## src/hdl/mipsif_pkg.sv

```systemverilog
// mipsif_pkg: shared types and constants for the mips interface interrupt registers
// no dependencies

package mipsif_pkg;

	// operation codes
	localparam logic [2:0] OP_READ      = 3'd0;
	localparam logic [2:0] OP_WRITE     = 3'd1;
	localparam logic [2:0] OP_RAISE     = 3'd2;
	localparam logic [2:0] OP_CLEAR     = 3'd3;
	localparam logic [2:0] OP_DD_SET    = 3'd4;
	localparam logic [2:0] OP_DD_CLEAR  = 3'd5;

	// register word offsets
	localparam logic [1:0] REG_INIT_MODE = 2'd0;
	localparam logic [1:0] REG_VERSION   = 2'd1;
	localparam logic [1:0] REG_INTR      = 2'd2;
	localparam logic [1:0] REG_MASK      = 2'd3;

	localparam int INIT_W   = 10;
	localparam int SRC_N    = 6;
	localparam int SRC_DP   = 5;

	localparam logic [INIT_W-1:0] INIT_MODE_RST = 10'h080;
	localparam logic [31:0]       VERSION_RST   = 32'h0101_0101;

	typedef struct packed {
		logic [2:0]  opcode;
		logic [1:0]  reg_index;
		logic [31:0] write_data;
		logic [31:0] write_mask;
		logic [5:0]  intr_bits;
	} req_t;

	typedef struct packed {
		logic [31:0] read_data;
		logic        cause_ip2;
		logic        cause_ip3;
	} rsp_t;

endpackage

```

## src/hdl/mipsif_core.sv

```systemverilog
// mipsif_core: architectural registers and per-operation update logic
// depends on mipsif_pkg

module mipsif_core (
	input  logic              clk,
	input  logic              arst_n,
	input  logic              fire,
	input  mipsif_pkg::req_t  req,
	output mipsif_pkg::rsp_t  rsp
);
	import mipsif_pkg::*;

	logic [INIT_W-1:0] init_mode_q, init_mode_d;
	logic [31:0]       version_q, version_d;
	logic [31:0]       pending_q, pending_d;
	logic [SRC_N-1:0]  enable_q, enable_d;
	logic              ip2_q, ip2_d;
	logic              ip3_q, ip3_d;
	logic              eval;
	logic [31:0]       wd;

	assign wd = req.write_data;

	always_comb begin
		init_mode_d = init_mode_q;
		version_d   = version_q;
		pending_d   = pending_q;
		enable_d    = enable_q;
		ip3_d       = ip3_q;
		eval        = 1'b0;
		rsp.read_data = '0;
		unique case (req.opcode)
			OP_READ: begin
				unique case (req.reg_index)
					REG_INIT_MODE: rsp.read_data = {22'd0, init_mode_q};
					REG_VERSION:   rsp.read_data = version_q;
					REG_INTR:      rsp.read_data = pending_q;
					REG_MASK:      rsp.read_data = {26'd0, enable_q};
				endcase
			end
			OP_WRITE: begin
				unique case (req.reg_index)
					REG_INIT_MODE: begin
						// low bits kept, then clear-wins set/clear pairs
						init_mode_d    = wd[INIT_W-1:0];
						init_mode_d[8] = !wd[7] && wd[8];
						init_mode_d[7] = !wd[9] && (wd[10] || wd[7]);
						init_mode_d[9] = !wd[12] && (wd[13] || wd[9]);
						if (wd[11]) begin
							pending_d[SRC_DP] = 1'b0;
							eval = 1'b1;
						end
					end
					REG_MASK: begin
						for (int k = 0; k < SRC_N; k++) begin
							if (wd[2*k])
								enable_d[k] = 1'b0;
							else if (wd[2*k+1])
								enable_d[k] = 1'b1;
						end
						eval = 1'b1;
					end
					REG_VERSION: version_d = (version_q & ~req.write_mask) | wd;
					REG_INTR:    pending_d = (pending_q & ~req.write_mask) | wd;
				endcase
			end
			OP_RAISE: begin
				pending_d = pending_q | {26'd0, req.intr_bits};
				eval = 1'b1;
			end
			OP_CLEAR: begin
				pending_d = pending_q & ~{26'd0, req.intr_bits};
				eval = 1'b1;
			end
			OP_DD_SET:   ip3_d = 1'b1;
			OP_DD_CLEAR: ip3_d = 1'b0;
			default: ;
		endcase
		// pending-and-enabled test on the updated state
		ip2_d = eval ? |(pending_d[SRC_N-1:0] & enable_d) : ip2_q;
		rsp.cause_ip2 = ip2_d;
		rsp.cause_ip3 = ip3_d;
	end

	always_ff @(posedge clk or negedge arst_n) begin
		if (!arst_n) begin
			init_mode_q <= INIT_MODE_RST;
			version_q   <= VERSION_RST;
			pending_q   <= '0;
			enable_q    <= '0;
			ip2_q       <= 1'b0;
			ip3_q       <= 1'b0;
		end else if (fire) begin
			init_mode_q <= init_mode_d;
			version_q   <= version_d;
			pending_q   <= pending_d;
			enable_q    <= enable_d;
			ip2_q       <= ip2_d;
			ip3_q       <= ip3_d;
		end
	end

endmodule

```

## src/hdl/mips_interface_interrupt_regs_unit.sv

```systemverilog
// mips_interface_interrupt_regs_unit: top level, request stage, result stage, checks
// depends on mipsif_pkg and mipsif_core

// Interrupt register interface of a console coprocessor: init mode, version,
// interrupt pending and interrupt mask, plus the two processor cause bits
// ip2 (pending and enabled) and ip3 (disk drive line).
// request channel: req_valid / req_ready carry one operation per transfer
//   (read, write, raise, clear, disk drive cause set or clear).
// response channel: rsp_valid / rsp_ready return exactly one result per
//   request, in order: read data (zero for non-reads) and both cause bits
//   as they stand after the operation.
// path: a transferred request waits in the request register, which feeds the
//   update logic; when the request advances, that logic loads the result
//   register and the architectural registers, and rsp_valid is the valid
//   bit of the result register.
// throughput: one request per cycle while responses are taken; the update
//   logic is a single pass with no loop, so nothing limits it further.
// stall: when the receiver holds rsp_ready low, the result register holds,
//   the request register fills, then req_ready drops until a response
//   transfer frees a slot; up to two requests are held in the unit.
// reset: arst_n clears both stages and returns the registers to init mode
//   0x80, version 0x01010101, pending, mask and cause bits zero.

module mips_interface_interrupt_regs_unit (
	input  logic              clk,
	input  logic              arst_n,
	input  logic              req_valid,
	output logic              req_ready,
	input  mipsif_pkg::req_t  req,
	output logic              rsp_valid,
	input  logic              rsp_ready,
	output mipsif_pkg::rsp_t  rsp
);
	import mipsif_pkg::*;

	req_t req_s1;
	logic valid_s1;
	rsp_t rsp_s2;
	logic valid_s2;
	rsp_t core_rsp;
	logic adv;

	// request moves into the result stage when that stage is free or draining
	assign adv       = valid_s1 && (!valid_s2 || rsp_ready);
	assign req_ready = !valid_s1 || adv;

	mipsif_core u_core (
		.clk    (clk),
		.arst_n (arst_n),
		.fire   (adv),
		.req    (req_s1),
		.rsp    (core_rsp)
	);

	// request stage
	always_ff @(posedge clk or negedge arst_n) begin
		if (!arst_n) begin
			valid_s1 <= 1'b0;
		end else if (req_ready) begin
			valid_s1 <= req_valid;
		end
	end

	always_ff @(posedge clk) begin
		if (req_ready && req_valid) begin
			req_s1 <= req;
		end
	end

	// result stage
	always_ff @(posedge clk or negedge arst_n) begin
		if (!arst_n) begin
			valid_s2 <= 1'b0;
		end else if (adv) begin
			valid_s2 <= 1'b1;
		end else if (rsp_ready) begin
			valid_s2 <= 1'b0;
		end
	end

	always_ff @(posedge clk) begin
		if (adv) begin
			rsp_s2 <= core_rsp;
		end
	end

	assign rsp_valid = valid_s2;
	assign rsp       = rsp_s2;

	// a request that advances always shows up as a response next cycle
	a_adv_to_rsp: assert property (@(posedge clk) disable iff (!arst_n)
		adv |=> rsp_valid)
		else $error("advanced request produced no response");

	// backpressure only when both stages are full and the output stalls
	a_ready_low: assert property (@(posedge clk) disable iff (!arst_n)
		!req_ready |-> (valid_s1 && valid_s2 && !rsp_ready))
		else $error("req_ready low without a full stalled pipeline");

	// a stalled request stage keeps its item until it advances
	a_s1_hold: assert property (@(posedge clk) disable iff (!arst_n)
		(valid_s1 && !adv) |=> (valid_s1 && $stable(req_s1)))
		else $error("request stage lost or changed a waiting item");

endmodule

```

## config.mk

```make
export PLATFORM = sky130hd
export DESIGN_NAME = mips_interface_interrupt_regs_unit
export DESIGN_NICKNAME = d
export VERILOG_FILES = /design/src/hdl/mipsif_pkg.sv /design/src/hdl/mipsif_core.sv /design/src/hdl/mips_interface_interrupt_regs_unit.sv
export SDC_FILE = /design/constraint.sdc
export NUM_CORES = 1
export LEC_CHECK = 0
export BUFFER_PORTS_ARGS = -buffer_cell sky130_fd_sc_hd__buf_4
export CAP_MARGIN = 20
export CORE_ASPECT_RATIO = 0.9
export CORE_UTILIZATION = 60
export CTS_CLUSTER_DIAMETER = 40
export DETAILED_ROUTE_END_ITERATION = 6
export MAX_ROUTING_LAYER = met4
export PLACE_DENSITY = 0.9
export REMOVE_ABC_BUFFERS = 1
export SYNTH_ARGS = -nofsm -noshare
export SYNTH_HDL_FRONTEND = slang
export SYNTH_SLANG_ARGS = --single-unit
```

## constraint.sdc

```tcl
create_clock -name clk -period 7.15 [get_ports clk]
set_input_delay 1.0725 -clock clk [delete_from_list [all_inputs] [get_ports clk]]
set_output_delay 1.0725 -clock clk [all_outputs]
set_load 0.005 [all_outputs]
```

Word level (Yosys, flattened, before mapping)
Cells that the tools add are included.

RAM bits: 0. Register bits: 193. Latch bits: 0. Bits of input ports: 79. Memories: 0. Output and inout port bits: 36. Bits in read-only memories: 0.

$lt $le $gt $ge: 0. Bitwise operators: 9. Mux-type cells: 27. Add/subtract/negate cells: 0. Multiply operators: 0. Eq/ne operators: 9. Div/mod/pow operators: 0. Shift-type cells: 0. Reductions and logical operators: 23.

Operator list (count): $pmux 32 s4 (1); $and 32x32->32 (3); $pmux 32 s3 (1); $or 32x32->32 (2); $not 32->32 (1); $not 6->32 (1); $or 32x6->32 (1); $mux 26 (1); $mux 1 (17); $mux 6 (2); $reduce_and 3->1 (3); $pmux 1 s2 (4); $and 6x6->6 (1); $eq 3x2->1 const B (2); $eq 3x3->1 const B (2); $reduce_or 6->1 (1); $logic_and 1x1->1 (5); $logic_not 1->1 (5); $mux 5 (1); $eq 2x2->1 const B (2); $logic_or 1x1->1 (4); $eq 3x1->1 const B (1); $logic_not 3->1 (1); $reduce_bool 3->1 (1); 5 further kinds (5).

Logic depth before layout (Yosys ltp)
Word-level depth: 8. Gate-level depth with buffers: 9. Depth with buffers taken out: 7.

Hierarchy
A second synthesis with hierarchy kept.

Cells, all modules: 553. Area, all modules: 7637.3 sq um.

By module, submodules not included: mipsif_core (area an instance 4260.3 sq um, cells each 436, times used 1); mips_interface_interrupt_regs_unit (area an instance 3377.0 sq um, cells each 117, times used 1).

Least setup slack after synthesis
Ideal clock, no wire load.

Kind: in2reg. Start: in rsp_ready. End: reg req_s1[0] (netlist bit), enable pin. Stages on the path: 2. Setup slack: 3.708 ns. Setup time: 0.442 ns. Arrival time: 3.001 ns. Path buffers: 0. Path through: nand3b_1 -> and2_1.

Longest elaborated chain between the ends: 4.

RTL lines: start, declared (RTL line mips_interface_interrupt_regs_unit.sv:31) `input logic rsp_ready,`; $logic_or 1x1->1 (RTL line mips_interface_interrupt_regs_unit.sv:44) `assign adv = valid_s1 && (!valid_s2 || rsp_ready);`; $logic_and 1x1->1 (RTL line mips_interface_interrupt_regs_unit.sv:44); $logic_or 1x1->1 (RTL line mips_interface_interrupt_regs_unit.sv:45) `assign req_ready = !valid_s1 || adv;`; $logic_and 1x1->1 (RTL line mips_interface_interrupt_regs_unit.sv:65) `if (req_ready && req_valid) begin`; end signal, assigned (RTL line mips_interface_interrupt_regs_unit.sv:66) `req_s1 <= req;`; end, declared (RTL line mips_interface_interrupt_regs_unit.sv:36) `req_t req_s1;`.

Every way passes these cells. A chain may end at the register's enable or synchronous reset.

Final worst setup path
Start: in rsp_ready. End: reg u_core.pending_q[12].

Longest elaborated chain between the ends: 3.

RTL lines: $logic_or 1x1->1 (RTL line mips_interface_interrupt_regs_unit.sv:44); $logic_and 1x1->1 (RTL line mips_interface_interrupt_regs_unit.sv:44); $reduce_and 3->1 (no source line); end signal, assigned (RTL line mipsif_core.sv:96) `pending_q <= pending_d;`; end, declared (RTL line mipsif_core.sv:15) `logic [31:0] pending_q, pending_d;`.

Every way passes these cells.

==> flow_summary_export.csv <==
group,metric,value,unit
cts,cts_buffer_depth,2,
global_routing,grt_usage,28.7,%
logic_synthesis,netlist_instances,559,
timing,rsz0062_at_grt,"false",
cts,hold_buffers,0,
logic_synthesis,ys_seq_elements,193,
logic_synthesis,synth_ff_type,"edfxtp_1",
cts,cts_made_buffers,17,
routing,initialDrtViolationCount,844,
critical_path,critPathMaxStageDelay,1020,ps
routing,first_pass_iters,7,
critical_path,arrival,3620,ps
logic_synthesis,synthArstFlopShare,43.5,%
layout,drive_gt1_share,24.8,%
cts,htreeDepth,4,
floorplan,dieArea,0.0133,mm^2
pwr,power,2.76,mW
layout,final_net_count,743,
global_routing,grt_pass1_wl,26900,um
global_routing,gr-usage-met2,44.8,%
place,pre_cts_ws,3270,ps
timing,slew_headroom,31.3,%
floorplan,pin_count,115,
layout,antenna_cells,0,
layout,regArea,0.00538,mm^2
place,place.port_buffers,114,
place,place_area,0.00854,mm^2
worst_hold_path,hp-class,"reg -> reg",
cts,worst_skew_pair.late_latency,430,ps
timing,final_hold_viol_count,0,
floorplan,die_w,121,um
timing,finalSetupTns,0,ps
logic_synthesis,synth_compound_area_share,15.8,%
floorplan,die-height,109,um
timing,setup-violations-final,0,
logic_synthesis,synth_area,0.00769,mm^2
logic_synthesis,yosys_warnings,0,
critical_path,cp.required,7470,ps
layout,mostFrequentLayoutCells,"buf_4, edfxtp_1, dfrtp_1",
timing,period_share,46.2,%
layout,multi_input_area,0.00208,mm^2
pwr,leakage,3.73,nW
global_routing,grtUsageMet3,7.52,%
timing,worstMarginPinSlew,1030,ps
floorplan,placementRows,38,
cts,cts_tree,"built",
routing,wl,17800,um
logic_synthesis,synth-edff-count,109,
cts,cts-root-buf,"clkbuf_16",
critical_path,crit_buf_inv,2,
run,drv_cap,0,
place,dp_hpwl,10400,um
global_routing,overflow,0,
logic_synthesis,synth.avg_cell_area,13.8,um^2
critical_path,worst_path_most_repeated_cell,"nand2_1",
timing,fin_skew,7.87,ps
floorplan,core,0.0123,mm^2
pwr,ir_worst_vdd,0.211,mV
global_routing,grt_max_degree,85,
global_routing,use_met1,35.7,%
place,routabilityCongestion,0.900,
layout,area_growth_syn_to_layout,19.7,%
global_routing,grt_pass1_vias,5200,
logic_synthesis,synth_sequential_area_ratio,70.0,%
logic_synthesis,muxShareOfSynthArea,1.45,%
logic_synthesis,synthAdderAreaFrac,0.651,%
timing,fmax,303,MHz
routing,drt_drc_violations_left,0,
critical_path,path_class,"in -> reg",
layout,final_cell_area,0.00920,mm^2
layout,final_common_cell,"buf_4",
timing,fin_ws,3840,ps
cts,postCtsSetupBuffers,0,
floorplan,start_util,62.7,%
global_routing,antenna_found_initial,0,
routing,final_antenna_net_count,0,
timing,slew_viol_final,0,
logic_synthesis,synth.distinct_cells,49,
logic_synthesis,synthSimpleGateAreaFrac,9.10,%
routing,vias_per_cell,6.55,
critical_path,path_max_fanout,52,
status,outcome,"finished, final reports clean",
global_routing,gr-max-usage-layer,"met2",
critical_path,crit_path_start_kind,"input pin",
routing,wl_per_cell,21.3,um
cts,postCtsResizedCells,0,
critical_path,cp_slowest_cell,"and3_2",
cts,path_clk_slew,70,ps
layout,fill_cells,696,
logic_synthesis,synth_top_family_by_area,"compound AO/OA/AOI/OAI gates",
cts,clock_sinks,193,
timing,finalWorstPathRequiredPeriod,3310,ps
critical_path,cp-end-kind,"register",
critical_path,path_cells,"buf_4 -> nand2b_1 -> nand2_1 -> inv_2 -> and3_2 -> nand2_1 -> a22o_1",
routing,vias,5453,
critical_path,cp_top_family,"simple AND/OR/NAND/NOR gates",
pwr,powerDensity,300,mW/mm^2
logic_synthesis,synth-xor-area-share,0,%
-- path summary, 6_finish.rpt --
kind / cells past startpoint / to / from / slack, ps
min in group asynchronous: 1 / u_core.version_q[27] / arst_n / 610
worst min register to register: 2 / u_core.init_mode_q[7] / u_core.init_mode_q[7] / 500
worst max-delay path: 7 / u_core.pending_q[12] / rsp_ready / 3840
max in group asynchronous: 2 / u_core.version_q[0] / arst_n / 5870
worst min-delay path: 2 / u_core.init_mode_q[7] / u_core.init_mode_q[7] / 500
worst max register to register: 5 / u_core.pending_q[12] / req_s1[70] / 4180
-- sequential cells by signal, summed over array words and instances, names as in the netlist --
register	flops
u_core.init_mode_q	10
valid_s1	1
u_core.ip3_q	1
u_core.ip2_q	1
u_core.enable_q	6
u_core.pending_q	32
req_s1	75
rsp_valid	1
u_core.version_q	32
rsp	34
-- power breakdown --
| group | switching (mW) | internal [mW] | total [mW] |
|---|---|---|---|
| sequential | 0.112 | 1.34 | 1.46 |
| clock | 0.391 | 0.590 | 0.981 |
| combinational | 0.158 | 0.164 | 0.322 |
| total | 0.661 | 2.10 | 2.76 |
-- logic make-up (layout without fill, tap and decap cells) --
group / Yosys count / after routing
AOI/OAI and AO/OA: 160 / 160
adders and majority gates: 4 / 4
buffers and inverters: 39 / 153
DFF: 193 / 193
muxes: 10 / 10
and+or+nand+nor: 153 / 153
-- metrics by stage --
step,instances,util (%),hold slack (ps)
floorplan,524,-,449
global placement,799,69.7,458
detailed placement,799,69.7,472
CTS,831,74.6,494
global route,833,75.0,502
finish,833,75.0,496
-- cell usage after synthesis, types with 6 or more instances --
library cell,number,area share (%)
clkbuf_1,10,0.49
buf_4,7,0.68
nor2_1,49,2.4
a222oi_1,6,0.78
buf_2,14,0.91
nand2_1,74,3.6
o21ai_0,6,0.39
a22o_1,58,6.6
nand2b_1,6,0.49
a22oi_1,26,2.5
edfxtp_1,109,43
nor2b_1,9,0.73
dfrtp_1,79,26
a21oi_1,34,2.2
a31oi_1,6,0.49
-- layout make-up --
type | instances | share of cell area [%]
inverters | 4 | 0.163
repair buffers | 117 | 9.90
multi-input cells | 327 | 22.7
flip-flops and latches | 193 | 58.5
clock inverters | 12 | 1.78
well taps | 160 | 2.18
clock buffers | 20 | 4.85
-- routing by layer --
metal | wire length, um | up-vias | part of all wire, %
met1 | 6540 | 2687 | 37
li1 | - | 2293 | -
met4 | 604 | 0 | 3.4
met3 | 1720 | 72 | 9.7
met2 | 8890 | 401 | 50
met5 | 0 | - | 0
-- worst register-to-register path: stages (launching register included) --
cell and delay [ps]:
edfxtp_1 420, inv_1 110, ha_2 870, and3_2 1050, nand2_1 180, a22o_1 230
Power figures use the tool's default switching activity.
